==> config.mk <==
export PLATFORM = sky130hd
export DESIGN_NAME = timed_threshold_relay_trigger_unit
export DESIGN_NICKNAME = d
export VERILOG_FILES = /design/src/rtl/ttrt_pkg.sv /design/src/rtl/ttrt_cfg_regs.sv /design/src/rtl/ttrt_decide.sv /design/src/rtl/timed_threshold_relay_trigger_unit.sv
export SDC_FILE = /design/constraint.sdc
export NUM_CORES = 1
export LEC_CHECK = 0
export BUFFER_PORTS_ARGS = -buffer_cell sky130_fd_sc_hd__clkbuf_2
export CORE_ASPECT_RATIO = 0.6
export CORE_MARGIN = 5
export CORE_UTILIZATION = 45
export DETAILED_ROUTE_END_ITERATION = 8
export HOLD_SLACK_MARGIN = 0.08
export PLACE_DENSITY = 0.68
export RECOVER_POWER = 100
export SYNTH_ARGS = -nofsm -noshare
export SYNTH_HDL_FRONTEND = slang
export SYNTH_SLANG_ARGS = --single-unit
==> constraint.sdc <==
create_clock -name i_clk -period 9.1 [get_ports i_clk]
set_input_delay 1.82 -clock i_clk [delete_from_list [all_inputs] [get_ports i_clk]]
set_output_delay 1.82 -clock i_clk [all_outputs]
set_load 0.005 [all_outputs]
==> src/rtl/ttrt_pkg.sv <==
// Shared types and codes for the timed threshold relay trigger unit.
package ttrt_pkg;

    // Command codes sent to the driven output
    typedef enum logic [2:0] {
        CMD_NONE   = 3'd0,
        CMD_ON     = 3'd1,
        CMD_OFF    = 3'd2,
        CMD_REVIVE = 3'd3,
        CMD_KILL   = 3'd4
    } t_cmd;

    // Register indexes on the configuration port
    typedef enum logic [2:0] {
        REG_WINDOW_START  = 3'd0,
        REG_WINDOW_END    = 3'd1,
        REG_ENABLE_MODE   = 3'd2,
        REG_ON_MODE       = 3'd3,
        REG_ON_THRESHOLD  = 3'd4,
        REG_OFF_MODE      = 3'd5,
        REG_OFF_THRESHOLD = 3'd6,
        REG_OPTION_FLAGS  = 3'd7
    } t_reg_idx;

    // Enable modes
    localparam logic [1:0] EN_DISABLED = 2'd0;
    localparam logic [1:0] EN_TIMED    = 2'd1;
    localparam logic [1:0] EN_FORCED   = 2'd2;

    // Rule modes, shared by the on rule and the off rule
    localparam logic [1:0] RULE_NONE  = 2'd0;
    localparam logic [1:0] RULE_BELOW = 2'd1;
    localparam logic [1:0] RULE_ABOVE = 2'd2;
    localparam logic [1:0] RULE_TIMER = 2'd3;

    // Option flag bit positions
    localparam int unsigned OPT_IMPORTANT = 0;
    localparam int unsigned OPT_PRESENT   = 1;

    // Window value that marks an all-day window
    localparam logic signed [11:0] WINDOW_ALL_DAY = -12'sd1;

    // Configuration register file contents
    typedef struct packed {
        logic signed [11:0] window_start;
        logic signed [11:0] window_end;
        logic [1:0]         enable_mode;
        logic [1:0]         on_mode;
        logic signed [15:0] on_threshold;
        logic [1:0]         off_mode;
        logic signed [15:0] off_threshold;
        logic [1:0]         option_flags;
    } t_cfg;

    // One tick item
    typedef struct packed {
        logic [10:0]        minute_of_day;
        logic signed [15:0] sensor_value;
        logic               output_is_on;
        logic [31:0]        output_uptime;
    } t_item;

    // One result item
    typedef struct packed {
        t_cmd first_command;
        t_cmd second_command;
        logic trigger_on;
        logic handled;
    } t_result;

endpackage

==> src/rtl/ttrt_cfg_regs.sv <==
// Configuration register file with APB-style write and read access.
module ttrt_cfg_regs
    import ttrt_pkg::*;
(
    input  logic        i_clk,
    input  logic        i_rst_n,
    input  logic        psel,
    input  logic        penable,
    input  logic        pwrite,
    input  logic [4:0]  paddr,
    input  logic [31:0] pwdata,
    output logic [31:0] prdata,
    output logic        pready,
    output t_cfg        o_cfg
);

    t_cfg     r_cfg;
    t_reg_idx w_idx;
    logic     w_wr;

    assign pready = 1'b1;
    assign w_idx  = t_reg_idx'(paddr[4:2]);
    assign w_wr   = psel & penable & pwrite;
    assign o_cfg  = r_cfg;

    // Write the addressed register at the end of the access phase
    always_ff @(posedge i_clk) begin
        if (!i_rst_n) begin
            r_cfg.window_start  <= WINDOW_ALL_DAY;
            r_cfg.window_end    <= WINDOW_ALL_DAY;
            r_cfg.enable_mode   <= EN_DISABLED;
            r_cfg.on_mode       <= RULE_NONE;
            r_cfg.on_threshold  <= '0;
            r_cfg.off_mode      <= RULE_NONE;
            r_cfg.off_threshold <= '0;
            r_cfg.option_flags  <= '0;
        end else if (w_wr) begin
            unique case (w_idx)
                REG_WINDOW_START:  r_cfg.window_start  <= pwdata[11:0];
                REG_WINDOW_END:    r_cfg.window_end    <= pwdata[11:0];
                REG_ENABLE_MODE:   r_cfg.enable_mode   <= pwdata[1:0];
                REG_ON_MODE:       r_cfg.on_mode       <= pwdata[1:0];
                REG_ON_THRESHOLD:  r_cfg.on_threshold  <= pwdata[15:0];
                REG_OFF_MODE:      r_cfg.off_mode      <= pwdata[1:0];
                REG_OFF_THRESHOLD: r_cfg.off_threshold <= pwdata[15:0];
                REG_OPTION_FLAGS:  r_cfg.option_flags  <= pwdata[1:0];
                default:           r_cfg               <= r_cfg;
            endcase
        end
    end

    // Return the addressed register, signed fields sign-extended
    always_comb begin
        unique case (w_idx)
            REG_WINDOW_START:  prdata = {{20{r_cfg.window_start[11]}}, r_cfg.window_start};
            REG_WINDOW_END:    prdata = {{20{r_cfg.window_end[11]}}, r_cfg.window_end};
            REG_ENABLE_MODE:   prdata = {30'd0, r_cfg.enable_mode};
            REG_ON_MODE:       prdata = {30'd0, r_cfg.on_mode};
            REG_ON_THRESHOLD:  prdata = {{16{r_cfg.on_threshold[15]}}, r_cfg.on_threshold};
            REG_OFF_MODE:      prdata = {30'd0, r_cfg.off_mode};
            REG_OFF_THRESHOLD: prdata = {{16{r_cfg.off_threshold[15]}}, r_cfg.off_threshold};
            REG_OPTION_FLAGS:  prdata = {30'd0, r_cfg.option_flags};
            default:           prdata = '0;
        endcase
    end

endmodule

==> src/rtl/ttrt_decide.sv <==
// Window check and on/off rule evaluation for one tick.
module ttrt_decide
    import ttrt_pkg::*;
(
    input  t_cfg    i_cfg,
    input  t_item   i_item,
    input  logic    i_state,
    output t_result o_result
);

    // True when uptime in seconds has reached minutes*60-1 (signed test)
    function automatic logic timer_done(input logic [31:0] uptime,
                                        input logic signed [15:0] minutes);
        logic signed [22:0] ext;
        logic signed [22:0] limit;
        ext   = {{7{minutes[15]}}, minutes};
        limit = (ext <<< 6) - (ext <<< 2) - 23'sd1;
        return limit[22] | (uptime >= {10'd0, limit[21:0]});
    endfunction

    logic signed [12:0] w_minute;
    logic signed [12:0] w_start;
    logic signed [12:0] w_end;
    logic               w_in_window;
    logic               w_important;
    logic               w_present;
    logic               w_on_hit;
    logic               w_off_hit;

    assign w_minute    = $signed({2'b00, i_item.minute_of_day});
    assign w_start     = {i_cfg.window_start[11], i_cfg.window_start};
    assign w_end       = {i_cfg.window_end[11], i_cfg.window_end};
    assign w_important = i_cfg.option_flags[OPT_IMPORTANT];
    assign w_present   = i_cfg.option_flags[OPT_PRESENT];

    // Check the daily window: all day, normal, or wrapping overnight
    always_comb begin
        w_in_window = 1'b0;
        if (i_cfg.enable_mode == EN_TIMED) begin
            w_in_window = (i_cfg.window_start == WINDOW_ALL_DAY)
                | ((w_start <= w_minute) & (w_end > w_minute))
                | ((w_start > w_end) & ((w_start <= w_minute) | (w_end > w_minute)));
        end
    end

    // Evaluate the on rule
    always_comb begin
        unique case (i_cfg.on_mode)
            RULE_BELOW: w_on_hit = !w_present
                | (i_item.sensor_value < i_cfg.on_threshold);
            RULE_ABOVE: w_on_hit = !w_present
                | (i_item.sensor_value > i_cfg.on_threshold);
            RULE_TIMER: w_on_hit = !i_item.output_is_on
                & timer_done(i_item.output_uptime, i_cfg.on_threshold);
            default:    w_on_hit = 1'b0;
        endcase
    end

    // Evaluate the off rule
    always_comb begin
        unique case (i_cfg.off_mode)
            RULE_BELOW: w_off_hit = w_present
                & (i_item.sensor_value <= i_cfg.off_threshold);
            RULE_ABOVE: w_off_hit = w_present
                & (i_item.sensor_value >= i_cfg.off_threshold);
            RULE_TIMER: w_off_hit = i_item.output_is_on
                & timer_done(i_item.output_uptime, i_cfg.off_threshold);
            default:    w_off_hit = 1'b0;
        endcase
    end

    // Pick the commands and the new trigger state
    always_comb begin
        o_result.first_command  = CMD_NONE;
        o_result.second_command = CMD_NONE;
        o_result.trigger_on     = i_state;
        o_result.handled        = 1'b0;
        priority if (i_cfg.enable_mode == EN_FORCED) begin
            o_result.handled = 1'b1;
            if (w_important) begin
                o_result.first_command = CMD_REVIVE;
            end else begin
                o_result.first_command = CMD_ON;
                o_result.trigger_on    = 1'b1;
            end
        end else if (w_in_window) begin
            o_result.handled = 1'b1;
            if (w_on_hit) begin
                if (w_important) begin
                    o_result.first_command = CMD_REVIVE;
                end else begin
                    o_result.first_command = CMD_ON;
                    o_result.trigger_on    = 1'b1;
                end
            end
            if (w_off_hit) begin
                if (w_important) begin
                    o_result.second_command = CMD_KILL;
                end else begin
                    o_result.second_command = CMD_OFF;
                    o_result.trigger_on     = 1'b0;
                end
            end
        end else begin
            o_result.first_command = CMD_OFF;
            o_result.trigger_on    = 1'b0;
            if (w_important) begin
                o_result.second_command = CMD_REVIVE;
            end
        end
    end

endmodule

==> src/rtl/timed_threshold_relay_trigger_unit.sv <==
// Top level of the timed threshold relay trigger unit.
// Usage:
//   Tick items enter on the input channel (i_in_valid / o_in_stall) and one
//   result per tick leaves on the output channel (o_out_valid / i_out_stall).
//   A transfer happens at a rising edge where valid is high and stall low.
//   An accepted tick lands in the input register; the window and rule logic
//   runs between that register and the result register, so the result is
//   offered once the tick has moved on from the input register into the
//   result register, which waits while a held result blocks the output.
//   Without stalls, throughput is one tick per cycle; the only loop is the
//   one-bit trigger state, updated as a tick moves into the result register.
//   When the receiver stalls, the result register holds its payload, the
//   input register still fills, and o_in_stall rises once both are full.
//   Reset (i_rst_n low, synchronous) empties both registers, clears the
//   trigger state and returns configuration to its reset values (all-day
//   window, disabled). Configuration is written over the APB-style port
//   while no tick is in flight, a rule for the user that the block does not enforce.
module timed_threshold_relay_trigger_unit
    import ttrt_pkg::*;
(
    input  logic               i_clk,
    input  logic               i_rst_n,
    // input channel
    input  logic               i_in_valid,
    output logic               o_in_stall,
    input  logic [10:0]        i_minute_of_day,
    input  logic signed [15:0] i_sensor_value,
    input  logic               i_output_is_on,
    input  logic [31:0]        i_output_uptime,
    // output channel
    output logic               o_out_valid,
    input  logic               i_out_stall,
    output logic [2:0]         o_first_command,
    output logic [2:0]         o_second_command,
    output logic               o_trigger_on,
    output logic               o_handled,
    // configuration port
    input  logic               psel,
    input  logic               penable,
    input  logic               pwrite,
    input  logic [4:0]         paddr,
    input  logic [31:0]        pwdata,
    output logic [31:0]        prdata,
    output logic               pready
);

    t_cfg    w_cfg;
    t_result w_result;
    t_item   r_item;
    t_result r_result;
    logic    r_item_valid;
    logic    r_out_valid;
    logic    r_state;
    logic    w_out_free;
    logic    w_advance;
    logic    w_in_take;

    ttrt_cfg_regs u_cfg_regs (
        .i_clk   (i_clk),
        .i_rst_n (i_rst_n),
        .psel    (psel),
        .penable (penable),
        .pwrite  (pwrite),
        .paddr   (paddr),
        .pwdata  (pwdata),
        .prdata  (prdata),
        .pready  (pready),
        .o_cfg   (w_cfg)
    );

    ttrt_decide u_decide (
        .i_cfg    (w_cfg),
        .i_item   (r_item),
        .i_state  (r_state),
        .o_result (w_result)
    );

    // Handshake between the two register stages
    assign w_out_free = !r_out_valid || !i_out_stall;
    assign w_advance  = r_item_valid && w_out_free;
    assign o_in_stall = r_item_valid && !w_out_free;
    assign w_in_take  = i_in_valid && !o_in_stall;

    // Track occupancy of both stages
    always_ff @(posedge i_clk) begin
        if (!i_rst_n) begin
            r_item_valid <= 1'b0;
            r_out_valid  <= 1'b0;
            r_state      <= 1'b0;
        end else begin
            if (w_in_take) begin
                r_item_valid <= 1'b1;
            end else if (w_advance) begin
                r_item_valid <= 1'b0;
            end
            if (w_advance) begin
                r_out_valid <= 1'b1;
                r_state     <= w_result.trigger_on;
            end else if (!i_out_stall) begin
                r_out_valid <= 1'b0;
            end
        end
    end

    // Capture the tick payload
    always_ff @(posedge i_clk) begin
        if (w_in_take) begin
            r_item.minute_of_day <= i_minute_of_day;
            r_item.sensor_value  <= i_sensor_value;
            r_item.output_is_on  <= i_output_is_on;
            r_item.output_uptime <= i_output_uptime;
        end
    end

    // Capture the result payload
    always_ff @(posedge i_clk) begin
        if (w_advance) begin
            r_result <= w_result;
        end
    end

    assign o_out_valid      = r_out_valid;
    assign o_first_command  = r_result.first_command;
    assign o_second_command = r_result.second_command;
    assign o_trigger_on     = r_result.trigger_on;
    assign o_handled        = r_result.handled;

endmodule
Word-level counts from Yosys, hierarchy flattened --
Cells that the tools add are included.
Storage, ports and cells: flip-flop bits (word level) 135, input port bits 104, output and inout port bits 43, word-level logic and storage cells 104
Cells by class: add/sub/neg operators 4, magnitude comparators 9, equality and inequality tests 17, mux-type cells 20, bitwise gates (word level) 15, reduce and logical (&&, ||, !) cells 20
Operators with widths (count):
- 32-bit case mux with 8 select lines | 1
- 32-bit by 22-bit >= comparator with 1-bit output | 2
- 22-bit by 18-bit subtractor with 23-bit output | 2
- 23-bit by 2-bit subtractor with 23-bit output (second input constant) | 2
- 12-bit greater-than comparator | 2
- 16-bit >= comparator | 1
- 16-bit greater-than comparator | 1
- 16-bit less-or-equal comparator | 1
- 16-bit less-than comparator | 1
- 2-bit AND reduction | 8
- 12-bit by 1-bit equality test with 1-bit output (second input constant) | 1
- 3-bit equality test (second input constant) | 4
- 12-bit less-or-equal comparator | 1
- 2-bit equality test (second input constant) | 5
- 2-bit two-way mux | 5
- 1-bit two-way mux | 9
- 1-bit bitwise AND | 8
- 1-bit OR | 7
- 2-bit by 1-bit equality test with 1-bit output (second input constant) | 3
- 3-bit by 2-bit equality test with 1-bit output (second input constant) | 2
- 1-bit logical NOT | 6
- 6-bit two-way mux | 1
- 1-bit case mux with 3 select lines | 2
- 4-bit two-way mux | 1
- other kinds (7) | 9

Logic depth before layout (Yosys ltp) --
Gate-level depths: netlist (run 1).
word-level depth 11, mapped depth 19, depth with buffers taken out 19

Modules after synthesis --
Synthesis (run 1) repeated with hierarchy kept, for this count alone.
Unflattened totals: cell total of the unflattened synthesis 1011, area, all modules 9352.7 um^2
By module, submodules not included:
- ttrt_decide | times used 1, cells an instance 529, area each 4051.4 um^2, seq. area each 0.0 um^2
- ttrt_cfg_regs | times used 1, cells an instance 402, area each 3139.3 um^2, seq. area each 1281.2 um^2
- timed_threshold_relay_trigger_unit | times used 1, cells an instance 80, area each 2162.1 um^2, seq. area each 2102.0 um^2

Least setup slack after synthesis (run 1) --
Ideal clock, no wire load.
kind input to output, from in paddr[3], to out prdata[16], arrival 4.137 ns, required time 7.280 ns, setup slack 3.143 ns, cell stages on the path 6, buffers on the path 4, cell sequence clkbuf_1 buf_1 clkbuf_1 mux2i_1 o21ai_0 buf_4
On the way: longest elaborated chain between the ends 2, elaborated cells on any way between the ends 9, classes of those cells 7 x eq/ne; 1 x mux; 1 x reduce/logical
RTL lines:
- from (decl) | RTL line timed_threshold_relay_trigger_unit.sv:41 | input logic [4:0] paddr,
- 3-bit equality test, or another cell as far along | RTL line ttrt_cfg_regs.sv:54 | unique case (w_idx)
- 32-bit case mux with 8 select lines * | RTL line ttrt_cfg_regs.sv:54
- to (decl) | RTL line timed_threshold_relay_trigger_unit.sv:43 | output logic [31:0] prdata,
Every way passes the cells marked *; elsewhere a longest branch is shown, timed or not.

Final worst setup path (run 1) --
from in paddr[3], to out prdata[5]
The elaborated chain is that of the path after synthesis.

==> results.json, run 1 <==
{
  "outcome": "finished with violations",
  "violations": "max-capacitance violations, max-slew violations",
  "hp-class": "reg2reg",
  "syn-instance-count": 1014,
  "gp_congestion": 0.939,
  "tns_ps": 0,
  "drtIter0Drc": 730,
  "cp_max_fo": 27,
  "tritoncts": "yes",
  "start_util": 0.456,
  "synth_edf_count": 67,
  "p_leak_nw": 4.47,
  "synthDistinctLibCells": 69,
  "ctsHtreeMaxLevel": 4,
  "layout-drive-gt1-share": 0.117,
  "cts.sinks": 134,
  "fin_worst_skew_ps": 10.6,
  "fmax_mhz": 160,
  "clk_latency_ps": 430,
  "synth_nets": 1262,
  "crit_path_end_kind": "primary output",
  "firstDrtPassIters": 5,
  "gr-total-overflow": 0,
  "syn_avg_cell_area_um2": 8.98,
  "cp.arrival_ps": 4420,
  "synth_area_um2": 9110,
  "rows": 40,
  "layout_min_cycle_time_ps": 6240,
  "rsz0062_at_grt": "false",
  "numPortBuffers": 126,
  "async_flop_share": 0,
  "core_area_um2": 20000,
  "hold_violations": 0,
  "die_h_um": 120,
  "synth_top_area_frac": 0.221,
  "slew_headroom": -1.30,
  "hold_buffers": 0,
  "die_x_um": 194,
  "drc_errors": 0,
  "ys_seq_area_frac": 0.368,
  "viasPerCell": 5.61,
  "required_ps": 7280,
  "io-pin-count": 147,
  "num_antenna_cells": 0,
  "ant_nets": 0,
  "vias": 7892,
  "nFillCells": 1856,
  "finalSetupViolCount": 0,
  "synth_top_area_cell": "edfxtp_1",
  "ir_drop_mv": 0.125,
  "dieArea_um2": 23300,
  "ys_warn_count": 0,
  "post_cts_buffers": 0,
  "synthTopCellsByArea": "edfxtp_1, ha_1, dfxtp_1, a21oi_1, nand2_1",
  "synth_flop_cell": "edfxtp_1",
  "grt_usage": 0.224,
  "final_net_count": 1368,
  "dp_hpwl_um": 20600,
  "total_power_w": 0.00156,
  "tritoncts.num_buffers": 17,
  "slew_viol_final": 105,
  "ys_ff_latch": 134,
  "syn2layout_area_growth_pct": 14.2,
  "wl_um": 26300,
  "grt_first_pass_wirelength_um": 40900,
  "worst_pin_slew_ps": 3460,
  "cts.root.buffer_cell": "clkbuf_16",
  "powerDensity_nw_per_um2": 150,
  "wl_per_cell_um": 18.7,
  "antenna_found_initial": 0,
  "maxCapViolCount": 2,
  "post_cts.resized_instances": 0,
  "grt_pass1_vias": 7403,
  "clk_pin_slew_worst_paths_ps": 60,
  "clk_path_buf_depth": 2,
  "grt_max_degree": 61,
  "worst_setup_path_start_kind": "input pin",
  "worst-setup-path-type": "in2out",
  "min_period_over_period": 0.686
}
[flip-flops by register name, summed over array words and instances (netlist names)]
signal / cells
r_state: 1
u_cfg_regs.o_cfg: 64
o_second_command: 3
o_out_valid: 1
r_item_valid: 1
o_handled: 1
r_item: 60
o_first_command: 2
o_trigger_on: 1
[power breakdown]
| group | total [W] | internal [W] | switching [W] |
|---|---|---|---|
| logic | 0.000179 | 0.0000715 | 0.000108 |
| clock network | 0.000708 | 0.000433 | 0.000275 |
| registers | 0.000672 | 0.000657 | 0.0000147 |
[worst paths after layout]
path | from | to | slack (ps) | cells past startpoint
worst max-delay path | paddr[3] | prdata[5] | 2860 | 6
worst min-delay path | u_cfg_regs.o_cfg[17]$_SDFFE_PN0P_ | u_cfg_regs.o_cfg[17]$_SDFFE_PN0P_ | 480 | 2
worst max register to register | u_cfg_regs.o_cfg[11]$_SDFFE_PN0P_ | o_trigger_on$_DFFE_PP_ | 4020 | 18
worst min register to register | u_cfg_regs.o_cfg[17]$_SDFFE_PN0P_ | u_cfg_regs.o_cfg[17]$_SDFFE_PN0P_ | 480 | 2
[cell usage in the layout (no fill, tap or decap), types with 5 or more instances in the layout]
cell         n
o21ai_0     41
nand2_1    131
nor3_1      16
nand3_1     26
dfxtp_1     67
nor2b_1      6
o211ai_1    18
o21a_1       5
nand4_1     27
xnor2_1     11
a21o_1      16
inv_1       78
mux2i_1     11
edfxtp_1    67
clkbuf_1    42
xor2_1      16
a211oi_1    11
clkbuf_2    91
nand2b_1    12
or3_1        7
clkbuf_16   20
a21oi_1    111
nor2_1      74
ha_1       142
o21bai_1     7
[cells in the mapped netlist, drive strengths merged (4+ instances only)]
master  instances
dfxtp          67
o21bai          7
nand2b         12
ha            142
o41ai           4
xnor2          11
mux2i          11
a31oi           4
xor2           16
a21oi         111
buf            22
nand3          26
o21a            5
a211oi         11
or3             7
nor2           74
nor2b           7
o21ai          43
nor4            4
clkbuf         24
inv            78
o211ai         18
and2            4
nand4          28
a21o           16
nor3           16
edfxtp         67
a221oi          4
nand2         131
[cell families after synthesis]
logic type / Yosys count / synth area share
buffers and inverters: 125 / 0.0592
AND/OR/NAND/NOR: 321 / 0.162
multiplexers: 12 / 0.0146
adder cells (fa/ha/maj): 144 / 0.199
AO/OA/AOI/OAI: 249 / 0.170
XOR/XNOR: 27 / 0.0260
flip-flops: 134 / 0.368
other: 2 / 0.000825
[routing by layer]
metal	wire, µm	vias to the layer above	share of wire	GRT usage
li1	-	3845	-	-
met2	9910	359	0.38	0.292
met5	0	-	0	0
met1	13500	3657	0.51	0.360
met4	286	0	0.011	0.0486
met3	2580	31	0.098	0.0579
[per-stage QoR]
| stage | util | cell area (µm²) | hold slack, ps | cells | setup slack (ps) |
|---|---|---|---|---|---|
| after floorplan | - | 9110 | 444 | 1014 | 3140 |
| after global placement | 0.496 | 9900 | 459 | 1374 | 3630 |
| after detailed placement | 0.496 | 9900 | 472 | 1374 | 3610 |
| after CTS | 0.526 | 10500 | 480 | 1406 | 3550 |
| after global routing | 0.521 | 10400 | 516 | 1406 | 2560 |
| final | 0.521 | 10400 | 478 | 1406 | 2860 |
[worst max-delay path, stage by stage]
cell      delay, ps
clkbuf_1       1020
nand2_1         370
nor2_1          670
a21oi_1         180
nor2_1          200
clkbuf_1        150
[layout make-up]
class | instances | area (µm²) | share of cell area
multi-input combinational | 755 | 5190 | 0.498
sequential | 134 | 3350 | 0.322
timing repair buffer | 133 | 621 | 0.0597
clock buffer | 23 | 522 | 0.0502
tap | 273 | 342 | 0.0328
inverter | 79 | 297 | 0.0285
clock inverter | 9 | 83.8 | 0.00806
Note: power is estimated with default switching activity, not from simulation.
==> inputs of run 2 (changes only) <==
clock period = 5.8 ns   (was 9.1 ns; I/O delays follow)
==> results.json, run 2 (synthesis gave the netlist of run 1 again) <==
{
  "num_antenna_cells": 0,
  "slew_headroom": -0.912,
  "dieArea_um2": 23300,
  "cp_cell_sequence": "inv_1 > ha_1 > a21o_1 > or3_1 > o211a_1 > nor2_1 > o31ai_1 > o41ai_1 > xor2_1 > ha_1 > a21oi_1 > o21ai_0 > a211oi_1 > o41ai_1 > a21oi_1 > o2bb2ai_1 > or2_2 > a221oi_1",
  "dp_hpwl_um": 20400,
  "required_ps": 6040,
  "fmax_mhz": 213,
  "drtIter0Drc": 721,
  "cts.root.buffer_cell": "clkbuf_16",
  "grt_max_degree": 44,
  "busiest_layer": "met1",
  "tritoncts": "yes",
  "use_met2": 0.288,
  "grt_pass1_vias": 7350,
  "critPathMaxStageDelay_ps": 500,
  "wl_um": 26100,
  "viasPerCell": 5.57,
  "post_cts.resized_instances": 0,
  "violations": "max-capacitance violations, max-slew violations",
  "rsz0062_at_grt": "false",
  "syn2layout_area_growth_pct": 14.6,
  "fin_worst_skew_ps": 7.89,
  "hp-class": "reg2reg",
  "crit_path_end_kind": "flop",
  "antenna_found_initial": 0,
  "min_period_over_period": 0.809,
  "io-pin-count": 147,
  "die_x_um": 194,
  "numPortBuffers": 126,
  "worst_pin_slew_ps": 2860,
  "ctsHtreeMaxLevel": 4,
  "clk_latency_ps": 430,
  "worst_setup_path_start_kind": "flop",
  "grt_first_pass_wirelength_um": 40900,
  "gr-usage-met3": 0.0688,
  "gp_congestion": 0.953,
  "seqCellArea_um2": 3350,
  "mostFrequentLayoutCell": "ha_1",
  "vias": 7834,
  "finalSetupViolCount": 0,
  "cts.sinks": 134,
  "die_h_um": 120,
  "gr-total-overflow": 0,
  "tns_ps": 0,
  "total_power_w": 0.00250,
  "core_area_um2": 20000,
  "layout-drive-gt1-share": 0.127,
  "hold_violations": 0,
  "ant_nets": 0,
  "hold_buffers": 0,
  "powerDensity_nw_per_um2": 239,
  "start_util": 0.456,
  "slew_viol_final": 73,
  "ir_drop_mv": 0.199,
  "tritoncts.num_buffers": 17,
  "cp_slowest_cell": "o41ai_1",
  "grtUsageMet1": 0.360,
  "layout_min_cycle_time_ps": 4690,
  "grt_usage": 0.225,
  "final_cell_mix": "ha_1, nand2_1, a21oi_1",
  "multiInputGateArea_um2": 5190,
  "final_net_count": 1368,
  "cp_max_fo": 4,
  "largest_reg_flops": 64,
  "wl_per_cell_um": 18.5,
  "worst-setup-path-type": "reg2reg",
  "rows": 40,
  "post_cts_buffers": 0,
  "firstDrtPassIters": 5,
  "drc_errors": 0,
  "maxCapViolCount": 2,
  "outcome": "finished with violations",
  "clk_pin_slew_worst_paths_ps": 60,
  "p_leak_nw": 4.49,
  "cp.arrival_ps": 4930,
  "nFillCells": 1863,
  "clk_path_buf_depth": 2
}
-- run 2: final cells by class --
cell class / count / share of cell area
clock buffers: 17 / 0.0407
well taps: 273 / 0.0327
inverters: 79 / 0.0284
flip-flops and latches: 134 / 0.321
clock inverters: 15 / 0.0194
repair buffers: 133 / 0.0605
multi-input cells: 755 / 0.497
-- run 2: final timing paths --
kind,cells past startpoint,endpoint,slack (ps),startpoint
max,18,o_trigger_on$_DFFE_PP_,1110,u_cfg_regs.o_cfg[11]$_SDFFE_PN0P_
min reg2reg,2,r_state$_SDFFE_PN0P_,480,r_state$_SDFFE_PN0P_
max reg2reg,18,o_trigger_on$_DFFE_PP_,1110,u_cfg_regs.o_cfg[11]$_SDFFE_PN0P_
min,2,r_state$_SDFFE_PN0P_,480,r_state$_SDFFE_PN0P_
-- run 2: metrics by stage --
step	setup WS (ps)	hold WS (ps)	instance area [µm²]	cells	utilization
3_5_place_dp	1180	472	9900	1374	0.496
6_report	1110	475	10400	1406	0.523
3_3_place_gp	1180	462	9900	1374	0.496
4_1_cts	1160	479	10500	1406	0.527
5_1_grt	748	504	10400	1406	0.523
2_1_floorplan	1160	444	9110	1014	-
-- run 2: critical path, delay by kind of cell, from the launching register on --
| family | cells | cell delay, ps |
|---|---|---|
| AND/OR/NAND/NOR | 3 | 770 |
| flip-flops | 1 | 390 |
| XOR/XNOR | 1 | 210 |
| buffers and inverters | 1 | 100 |
| adder cells (fa/ha/maj) | 2 | 600 |
| AO/OA/AOI/OAI | 11 | 2420 |
-- run 2: power by group --
group	switching, W	internal (W)
sequential	0.0000223	0.00103
clock	0.000441	0.000722
combinational	0.000169	0.000113
total	0.000633	0.00186
-- run 2: per-layer routing --
| layer | share of wire | vias to the layer above |
|---|---|---|
| met1 | 0.52 | 3619 |
| met2 | 0.37 | 331 |
| met4 | 0.011 | 2 |
| li1 | - | 3852 |
| met3 | 0.096 | 30 |
| met5 | 0.0016 | - |
